$ cat config.mk
export PLATFORM = sky130hd
export DESIGN_NAME = cartridge_bank_mapper_unit
export DESIGN_NICKNAME = d
export VERILOG_FILES = /design/src/hdl/cbm_pkg.sv /design/src/hdl/cbm_bank_regs.sv /design/src/hdl/cbm_decode.sv /design/src/hdl/cartridge_bank_mapper_unit.sv
export SDC_FILE = /design/constraint.sdc
export NUM_CORES = 1
export LEC_CHECK = 0
export BUFFER_PORTS_ARGS = -buffer_cell sky130_fd_sc_hd__buf_4
export CORE_UTILIZATION = 45
export DETAILED_ROUTE_END_ITERATION = 7
export PLACE_DENSITY = 0.81
export REMOVE_ABC_BUFFERS = 1
export SLEW_MARGIN = 20
export SYNTH_ARGS = -nofsm -noshare
export SYNTH_HDL_FRONTEND = slang
export SYNTH_SLANG_ARGS = --single-unit
$ cat constraint.sdc
create_clock -name clk_i -period 2.5 [get_ports clk_i]
set_clock_uncertainty 0.1 [all_clocks]
set_input_delay 0.125 -clock clk_i [delete_from_list [all_inputs] [get_ports clk_i]]
set_output_delay 0.125 -clock clk_i [all_outputs]
set_load 0.02 [all_outputs]
$ cat src/hdl/cbm_pkg.sv
`default_nettype none

package cbm_pkg;

  localparam int unsigned RomImageBits = 21;
  localparam int unsigned AddrW        = 16;
  localparam int unsigned DataW        = 8;
  localparam int unsigned PhysW        = 21;
  localparam int unsigned RomBankW     = 8;
  localparam int unsigned RamBankW     = 2;
  localparam int unsigned RomOffW      = 14;
  localparam int unsigned RamOffW      = 13;
  localparam int unsigned RomFullW     = RomBankW + RomOffW;

  localparam logic [RomFullW-1:0] RomMask =
    RomFullW'((64'd1 << RomImageBits) - 64'd1);

  localparam logic [3:0]       EnableKey   = 4'hA;
  localparam logic [AddrW-1:0] Mbc2RamTop  = 16'hA200;

  typedef enum logic [1:0] {
    KIND_NONE = 2'd0,
    KIND_MBC1 = 2'd1,
    KIND_MBC2 = 2'd2,
    KIND_RSVD = 2'd3
  } kind_e;

  typedef enum logic [1:0] {
    TGT_PLAIN = 2'd0,
    TGT_ROM   = 2'd1,
    TGT_RAM   = 2'd2,
    TGT_CTRL  = 2'd3
  } target_e;

  typedef struct packed {
    logic             is_write;
    logic [AddrW-1:0] addr;
    logic [DataW-1:0] data;
  } access_t;

  typedef struct packed {
    logic [RomBankW-1:0] rom_bank;
    logic [RamBankW-1:0] ram_bank;
    logic                ram_enabled;
    logic                mode_rom16;
  } bank_state_t;

  typedef struct packed {
    target_e          target;
    logic [PhysW-1:0] phys;
    logic             allowed;
  } result_t;

endpackage

`default_nettype wire

$ cat src/hdl/cbm_bank_regs.sv
`default_nettype none

module cbm_bank_regs
  import cbm_pkg::*;
(
  input  wire logic        clk_i,
  input  wire logic        rst_ni,
  input  wire logic        cfg_we_i,
  input  wire logic [1:0]  cfg_kind_i,
  input  wire logic        upd_i,
  input  wire access_t     acc_i,
  output bank_state_t      state_o,
  output kind_e            kind_o
);

  bank_state_t state_q, state_d;
  kind_e       kind_q;

  logic [4:0] low5;
  logic [3:0] low4;

  always_comb begin
    state_d = state_q;
    low5    = (acc_i.data[4:0] == 5'd0) ? 5'd1 : acc_i.data[4:0];
    low4    = (acc_i.data[3:0] == 4'd0) ? 4'd1 : acc_i.data[3:0];
    if (acc_i.is_write && !acc_i.addr[15]) begin
      case (acc_i.addr[14:13])
        2'b00: begin
          if (kind_q == KIND_MBC1 || (kind_q == KIND_MBC2 && !acc_i.addr[8])) begin
            if (acc_i.data[3:0] == EnableKey) begin
              state_d.ram_enabled = 1'b1;
            end else if (acc_i.data == '0) begin
              state_d.ram_enabled = 1'b0;
            end
          end
        end
        2'b01: begin
          if (kind_q == KIND_MBC1) begin
            state_d.rom_bank = {state_q.rom_bank[7:5], low5};
          end else if (kind_q == KIND_MBC2) begin
            state_d.rom_bank = {4'd0, low4};
          end
        end
        2'b10: begin
          if (kind_q == KIND_MBC1) begin
            if (state_q.mode_rom16) begin
              state_d.ram_bank = '0;
              state_d.rom_bank = {1'b0, acc_i.data[1:0],
                                  (state_q.rom_bank[4:0] == 5'd0) ? 5'd1
                                                                  : state_q.rom_bank[4:0]};
            end else begin
              state_d.ram_bank = acc_i.data[1:0];
            end
          end
        end
        default: begin
          if (kind_q == KIND_MBC1) begin
            if (acc_i.data[0]) begin
              state_d.ram_bank   = '0;
              state_d.mode_rom16 = 1'b0;
            end else begin
              state_d.mode_rom16 = 1'b1;
            end
          end
        end
      endcase
    end
  end

  always_ff @(posedge clk_i or negedge rst_ni) begin
    if (!rst_ni) begin
      state_q.rom_bank    <= RomBankW'(1);
      state_q.ram_bank    <= '0;
      state_q.ram_enabled <= 1'b0;
      state_q.mode_rom16  <= 1'b1;
      kind_q              <= KIND_NONE;
    end else begin
      if (upd_i) begin
        state_q <= state_d;
      end
      if (cfg_we_i) begin
        kind_q <= kind_e'(cfg_kind_i);
      end
    end
  end

  assign state_o = state_q;
  assign kind_o  = kind_q;

endmodule

`default_nettype wire

$ cat src/hdl/cbm_decode.sv
`default_nettype none

module cbm_decode
  import cbm_pkg::*;
(
  input  wire access_t     acc_i,
  input  wire bank_state_t state_i,
  input  wire kind_e       kind_i,
  output result_t          res_o
);

  logic [RomFullW-1:0] rom_full;

  always_comb begin
    rom_full    = {state_i.rom_bank, acc_i.addr[RomOffW-1:0]} & RomMask;
    res_o.target  = TGT_PLAIN;
    res_o.phys    = PhysW'(acc_i.addr);
    res_o.allowed = 1'b0;
    if (acc_i.is_write && !acc_i.addr[15]) begin
      res_o.target = TGT_CTRL;
    end else if (acc_i.addr[15:14] == 2'b01) begin
      res_o.target = TGT_ROM;
      res_o.phys   = rom_full[PhysW-1:0];
    end else if (acc_i.addr[15:13] == 3'b101) begin
      res_o.target = TGT_RAM;
      res_o.phys   = PhysW'({state_i.ram_bank, acc_i.addr[RamOffW-1:0]});
      if (acc_i.is_write && state_i.ram_enabled) begin
        res_o.allowed = (kind_i == KIND_MBC1) ||
                        (kind_i == KIND_MBC2 && acc_i.addr < Mbc2RamTop);
      end
    end
  end

endmodule

`default_nettype wire

$ cat src/hdl/cartridge_bank_mapper_unit.sv
// Cartridge bank controller, MBC1 / MBC2 style.
// Input channel (in_valid_i / in_stall_o): one CPU bus access per
// transaction: mode_i (0 read, 1 write), bus_address_i, write_data_i.
// Output channel (out_valid_o / out_stall_i): one result per access:
// target_o, physical_address_o, ram_write_allowed_o.
// Config channel (cfg_valid_i / cfg_ready_o): cfg_data_i sets the
// controller kind (0 none, 1 MBC1, 2 MBC2); always ready; write only
// while no access is in flight.
// Path: each access passes the input register, then the result register.
// Throughput: one access per cycle while the output is not stalled, with the
// bank registers updated between the two registers.
// Reset: rom bank 1, ram bank 0, RAM disabled, ROM-16/RAM-8 mode,
// kind none; both pipeline registers empty.
// A stalled result holds; the input register still accepts one more
// access, and in_stall_o rises only when both registers are full.
`default_nettype none

module cartridge_bank_mapper_unit
  import cbm_pkg::*;
(
  input  wire logic             clk_i,
  input  wire logic             rst_ni,
  input  wire logic             cfg_valid_i,
  output      logic             cfg_ready_o,
  input  wire logic [1:0]       cfg_data_i,
  input  wire logic             in_valid_i,
  output      logic             in_stall_o,
  input  wire logic             mode_i,
  input  wire logic [AddrW-1:0] bus_address_i,
  input  wire logic [DataW-1:0] write_data_i,
  output      logic             out_valid_o,
  input  wire logic             out_stall_i,
  output      logic [1:0]       target_o,
  output      logic [PhysW-1:0] physical_address_o,
  output      logic             ram_write_allowed_o
);

  logic        in_valid_q;
  access_t     acc_q;
  logic        out_valid_q;
  result_t     res_q;
  result_t     res_d;
  bank_state_t state;
  kind_e       kind;
  logic        advance;
  logic        accept;

  assign advance     = in_valid_q && (!out_valid_q || !out_stall_i);
  assign in_stall_o  = in_valid_q && out_valid_q && out_stall_i;
  assign accept      = in_valid_i && !in_stall_o;
  assign cfg_ready_o = 1'b1;

  cbm_bank_regs u_regs (
    .clk_i      (clk_i),
    .rst_ni     (rst_ni),
    .cfg_we_i   (cfg_valid_i),
    .cfg_kind_i (cfg_data_i),
    .upd_i      (advance),
    .acc_i      (acc_q),
    .state_o    (state),
    .kind_o     (kind)
  );

  cbm_decode u_decode (
    .acc_i   (acc_q),
    .state_i (state),
    .kind_i  (kind),
    .res_o   (res_d)
  );

  always_ff @(posedge clk_i or negedge rst_ni) begin
    if (!rst_ni) begin
      in_valid_q  <= 1'b0;
      out_valid_q <= 1'b0;
    end else begin
      if (accept) begin
        in_valid_q <= 1'b1;
      end else if (advance) begin
        in_valid_q <= 1'b0;
      end
      if (advance) begin
        out_valid_q <= 1'b1;
      end else if (!out_stall_i) begin
        out_valid_q <= 1'b0;
      end
    end
  end

  always_ff @(posedge clk_i) begin
    if (accept) begin
      acc_q <= '{is_write: mode_i, addr: bus_address_i, data: write_data_i};
    end
    if (advance) begin
      res_q <= res_d;
    end
  end

  assign out_valid_o         = out_valid_q;
  assign target_o            = res_q.target;
  assign physical_address_o  = res_q.phys;
  assign ram_write_allowed_o = res_q.allowed;

endmodule

`default_nettype wire
---- Yosys cells after proc, flatten, opt, wreduce, memory -nomap -nowiden ----
Index checks and enable logic that the tools add are counted.
word-level totals
  flip-flop bits (word level) ............. 64
  input port bits ......................... 32
  output and inout bits ................... 27
  logic and storage cells ................. 93
operators by class
  $lt $le $gt $ge ......................... 1
  eq/ne operators ......................... 14
  mux-type cells .......................... 24
  bitwise gates (word level) .............. 4
  reductions and logical operators ........ 34
operators by type and width
  kind                  count
  $mux 24               1
  $mux 23               1
  $mux 7                3
  $mux 17               1
  $lt 16x16->1 const B  1
  $pmux 7 s2            1
  $reduce_and 7->1      2
  $logic_not 5->1       2
  $mux 5                2
  $ne 2x1->1 const B    5
  $reduce_and 5->1      2
  $mux 1                9
  $mux 9                1
  $logic_and 1x1->1     8
  $logic_not 8->1       1
  $reduce_bool 2->1     4
  $eq 2x1->1 const B    3
  $mux 2                3
  $logic_not 1->1       5
  $eq 2x2->1 const B    2
  $eq 4x4->1 const B    1
  $logic_not 4->1       1
  $mux 4                1
  $not 1->1             4
  other kinds (10)      13

---- Logic depth before layout (Yosys ltp) ----
  word-level depth ........................ 7
  depth in mapped cells ................... 6

---- Modules after synthesis ----
A second synthesis with hierarchy kept.
second synthesis, totals
  cells, all modules ...................... 163
  area total of the unflattened synthesis .. 2,533.7 µm²
by module, submodules not included
  module                      instances  cells each  area each (µm²)
  cartridge_bank_mapper_unit  1          59          1,575.3
  cbm_bank_regs               1          66          693.2
  cbm_decode                  1          38          265.3

---- Worst setup path before layout ----
OpenSTA, ideal clock, no wires.
  path kind ............................... reg-to-reg
  start ................................... register acc_q[22] (netlist name)
  end ..................................... register u_regs.state_q (netlist bit u_regs.state_o[5])
  library setup time ...................... 125 ps
  arrival time ............................ 1,617 ps
  required time ........................... 2,275 ps
  setup slack ............................. 658 ps
  stages on the path, launching flop included .. 7
  buffers on the path ..................... 0
  cell sequence ........................... edfxtp_1 inv_1 ha_1 nand3b_1 a311oi_2 and2b_4 mux2_4
on the way
  longest elaborated chain between the ends .. 3
ends and longest elaborated chain
  element                                          RTL line                          text
  from (decl)                                      cartridge_bank_mapper_unit.sv:39  access_t acc_q;
  from (signal assigned)                           cartridge_bank_mapper_unit.sv:91  acc_q <= '{is_write: mode_i, addr: bus_address_i, data: write_data_i};
  $eq 2x1->1 / $eq 2x2->1 (equally long branches)  cbm_bank_regs.sv:27               case (acc_i.addr[14:13])
  $ne 3x1->1 (no line) (tied with other cells)     n/a
  $reduce_and 7->1 (no line)                       n/a
  to (signal assigned)                             cbm_bank_regs.sv:79               state_q <= state_d;
  to (decl)                                        cbm_bank_regs.sv:16               bank_state_t state_q, state_d;
Several ways; a longest one is shown, not always the timed one.
A chain may end at the register's enable or synchronous reset.

---- Worst setup path after layout ----
  start ................................... register acc_q[22] (netlist name)
  end ..................................... register u_regs.state_q (netlist bit u_regs.state_o[7])
The elaborated chain is that of the path after synthesis.

==> impl_metrics.py <==
metrics = {
    "outcome": {
        "status": "complete, no violations",
    },
    "clocking": {
        "postCtsSetupRepairBufs": 0,
        "cts_root_buf": "clkbuf_8",
        "cts_max_level": 3,
        "cts.path.max_buffers": 2,
        "cts.sinks": 64,
        "clkLatencyLatePin_ns": 0.33,
        "cts_tree": "yes",
        "clk_pin_slew_ns": 0.07,
        "numCtsBuffers": 9,
    },
    "power": {
        "p_leak_nw": 1.45,
        "peakVddDrop_mv": 0.399,
        "power.density_nw_per_um2": 722,
    },
    "route": {
        "wl_mm": 4.54,
        "drc": 0,
        "ant_nets": 0,
        "drtIter0Drc": 76,
        "viasPerCell": 4.74,
        "wl_per_cell_microns": 13.8,
        "dr_total_vias": 1556,
        "drt-pass1-iter-count": 4,
    },
    "worst_setup_path": {
        "critPathMaxFanout": 7,
        "cp.arrival_ns": 2.12,
        "worstPathRequired_ns": 2.61,
        "end_kind": "flip-flop",
        "reg2reg_from": "acc_q[22]",
        "crit_path_start_kind": "flip-flop",
        "reg2reg_to": "u_regs.state_o[7]",
        "rrSetupSlack_ns": 0.49,
        "reg2reg_depth": 6,
        "startpoint": "acc_q[22]",
        "worst-setup-path-type": "reg2reg",
    },
    "logic_synthesis": {
        "syn-cell-area_sq_um": 2460,
        "ys_ff_latch": 64,
        "synth_edf_count": 49,
        "synth_top_area_frac": 0.599,
        "synth_area_leaders": "edfxtp_1 (60%), dfrtp_1 (13%), mux2_2 (2.3%)",
        "postSynth.asyncResetShare": 0.234,
        "ys_top_cells_by_count": "edfxtp_1 (49), dfrtp_1 (13), inv_1 (10)",
        "yosys.cell_types.count": 40,
        "ys_seq_area_frac": 0.753,
        "synth_cells": 154,
        "yosys_warnings": 0,
        "synth_most_common_cell": "edfxtp_1",
        "synth_top_cell_by_area": "edfxtp_1",
        "syn_area_per_cell_sq_um": 15.9,
        "synth_ff_type": "edfxtp_1",
    },
    "layout": {
        "areaGrowthSynthToFinish_pct": 42.2,
        "fin_cells": 328,
        "drive_gt1_frac": 0.345,
        "finish.net_count": 289,
        "diodes": 0,
    },
    "grt": {
        "grt_pass1_wl_mm": 6.96,
        "grt_pass1_vias": 1487,
        "overflow": 0,
        "antenna_found_initial": 0,
        "grt_max_degree": 26,
        "track_usage": 0.175,
    },
    "floorplan": {
        "start_util": 0.475,
        "dieArea_sq_um": 5760,
        "rows": 26,
        "io_pins": 59,
        "design.core.area_sq_um": 5170,
        "dieHeight_microns": 75.9,
        "die_x_microns": 75.9,
    },
    "timing": {
        "finalSetupTns_ns": 0,
        "final-hold-violation-count": 0,
        "rsz0062_at_grt": "no",
        "fmax_mhz": 497,
        "slew_viol_final": 0,
        "fin_crit_sh": 0.804,
        "period_needed_ns": 2.01,
        "setup_viol": 0,
    },
    "worst_hold_path": {
        "worst_hold_path_type": "in2async",
    },
    "run": {
        "cap_violations": 0,
    },
    "placement": {
        "dpl.cell_count": 279,
        "place_congestion": 0.853,
        "port_buffers": 57,
        "dp_hpwl_mm": 2.94,
    },
}
[registers in the layout, indices dropped and copies added (netlist names)]
| name | count |
|---|---|
| out_valid_o | 1 |
| u_regs.state_o | 11 |
| acc_q | 25 |
| in_valid_q | 1 |
| u_regs.kind_o | 2 |
| target_o | 2 |
| physical_address_o | 21 |
| ram_write_allowed_o | 1 |
[placed cells by master (no fill, tap or decap), types with 3 or more instances in the layout]
master,count
buf_4,59
clkbuf_8,9
edfxtp_1,49
mux2i_1,5
inv_1,10
dlygate4sd3_1,33
nor3_1,6
nand2_1,7
nor2_1,7
ha_1,4
a21oi_1,4
nand2b_1,5
mux2_2,5
and2_1,3
dfrtp_1,13
mux2_4,3
o21ai_0,3
[routing by layer]
layer,vias to the layer above,track usage,routed length (microns)
li1,766,-,-
met1,737,0.217,1870
met2,45,0.283,2420
met3,8,0.0648,205
met4,0,0.0617,51
met5,-,0,0
[power breakdown]
part | internal [W] | leakage (nW) | switching (W) | total, W
sequential | 0.00128 | 0.656 | 0.0000573 | 0.00134
clock | 0.000459 | 0.0952 | 0.000384 | 0.000843
combinational | 0.000178 | 0.696 | 0.000166 | 0.000344
[cell families after synthesis]
| kind of cell | count (synthesis) | share of synthesized area |
|---|---|---|
| compound gates | 17 | 0.0504 |
| simple gates | 41 | 0.0897 |
| mux | 13 | 0.0616 |
| fa+ha+maj | 4 | 0.0204 |
| buf+inv | 14 | 0.0234 |
| flops | 64 | 0.753 |
| other cells | 1 | 0.00153 |
[through the flow]
| step | power, W | area [sq um] | hold WS [ns] | worst slack [ns] | util |
|---|---|---|---|---|---|
| finish | 0.00252 | 3490 | 0.108 | 0.490 | 0.675 |
| global route | 0.00263 | 3490 | 0.117 | 0.386 | 0.675 |
| CTS | 0.00254 | 3490 | 0.0828 | 0.525 | 0.675 |
| detailed placement | 0.00165 | 2970 | -0.106 | 0.533 | 0.574 |
| global placement | 0.00164 | 2970 | -0.108 | 0.591 | 0.574 |
| floorplan | 0.00152 | 2440 | -0.271 | 0.654 | - |
[worst max path at each step]
stage,to,slack (ns),cells past startpoint
after global routing,u_regs.state_o[5],0.39,6
after global placement,u_regs.state_o[7],0.59,6
after CTS,u_regs.state_o[7],0.52,6
final,u_regs.state_o[7],0.49,6
after detailed placement,u_regs.state_o[7],0.53,6
after floorplan,u_regs.state_o[5],0.65,6
[worst max-delay path, stage by stage, from the launching register on]
cell      delay, ns
edfxtp_1       0.47
inv_1          0.10
ha_1           0.30
nand3b_1       0.10
a311oi_2       0.28
and2b_4        0.25
mux2_4         0.30
[area by class of cell]
class                   instances  area (sq um)
clock buffers                   9           124
clock inverters                 7          72.6
fillers                       345          1680
inverters                      10          37.5
multi-input cells              76           549
flip-flops and latches         64          1850
well taps                      70          87.6
repair buffers                 92           773
[timing repair]
action                    CTS  global route
hold buffers               33             0
resized for setup           0             0
hold endpoints to repair   44             0
No activity file was read; power rests on OpenSTA's default activity.
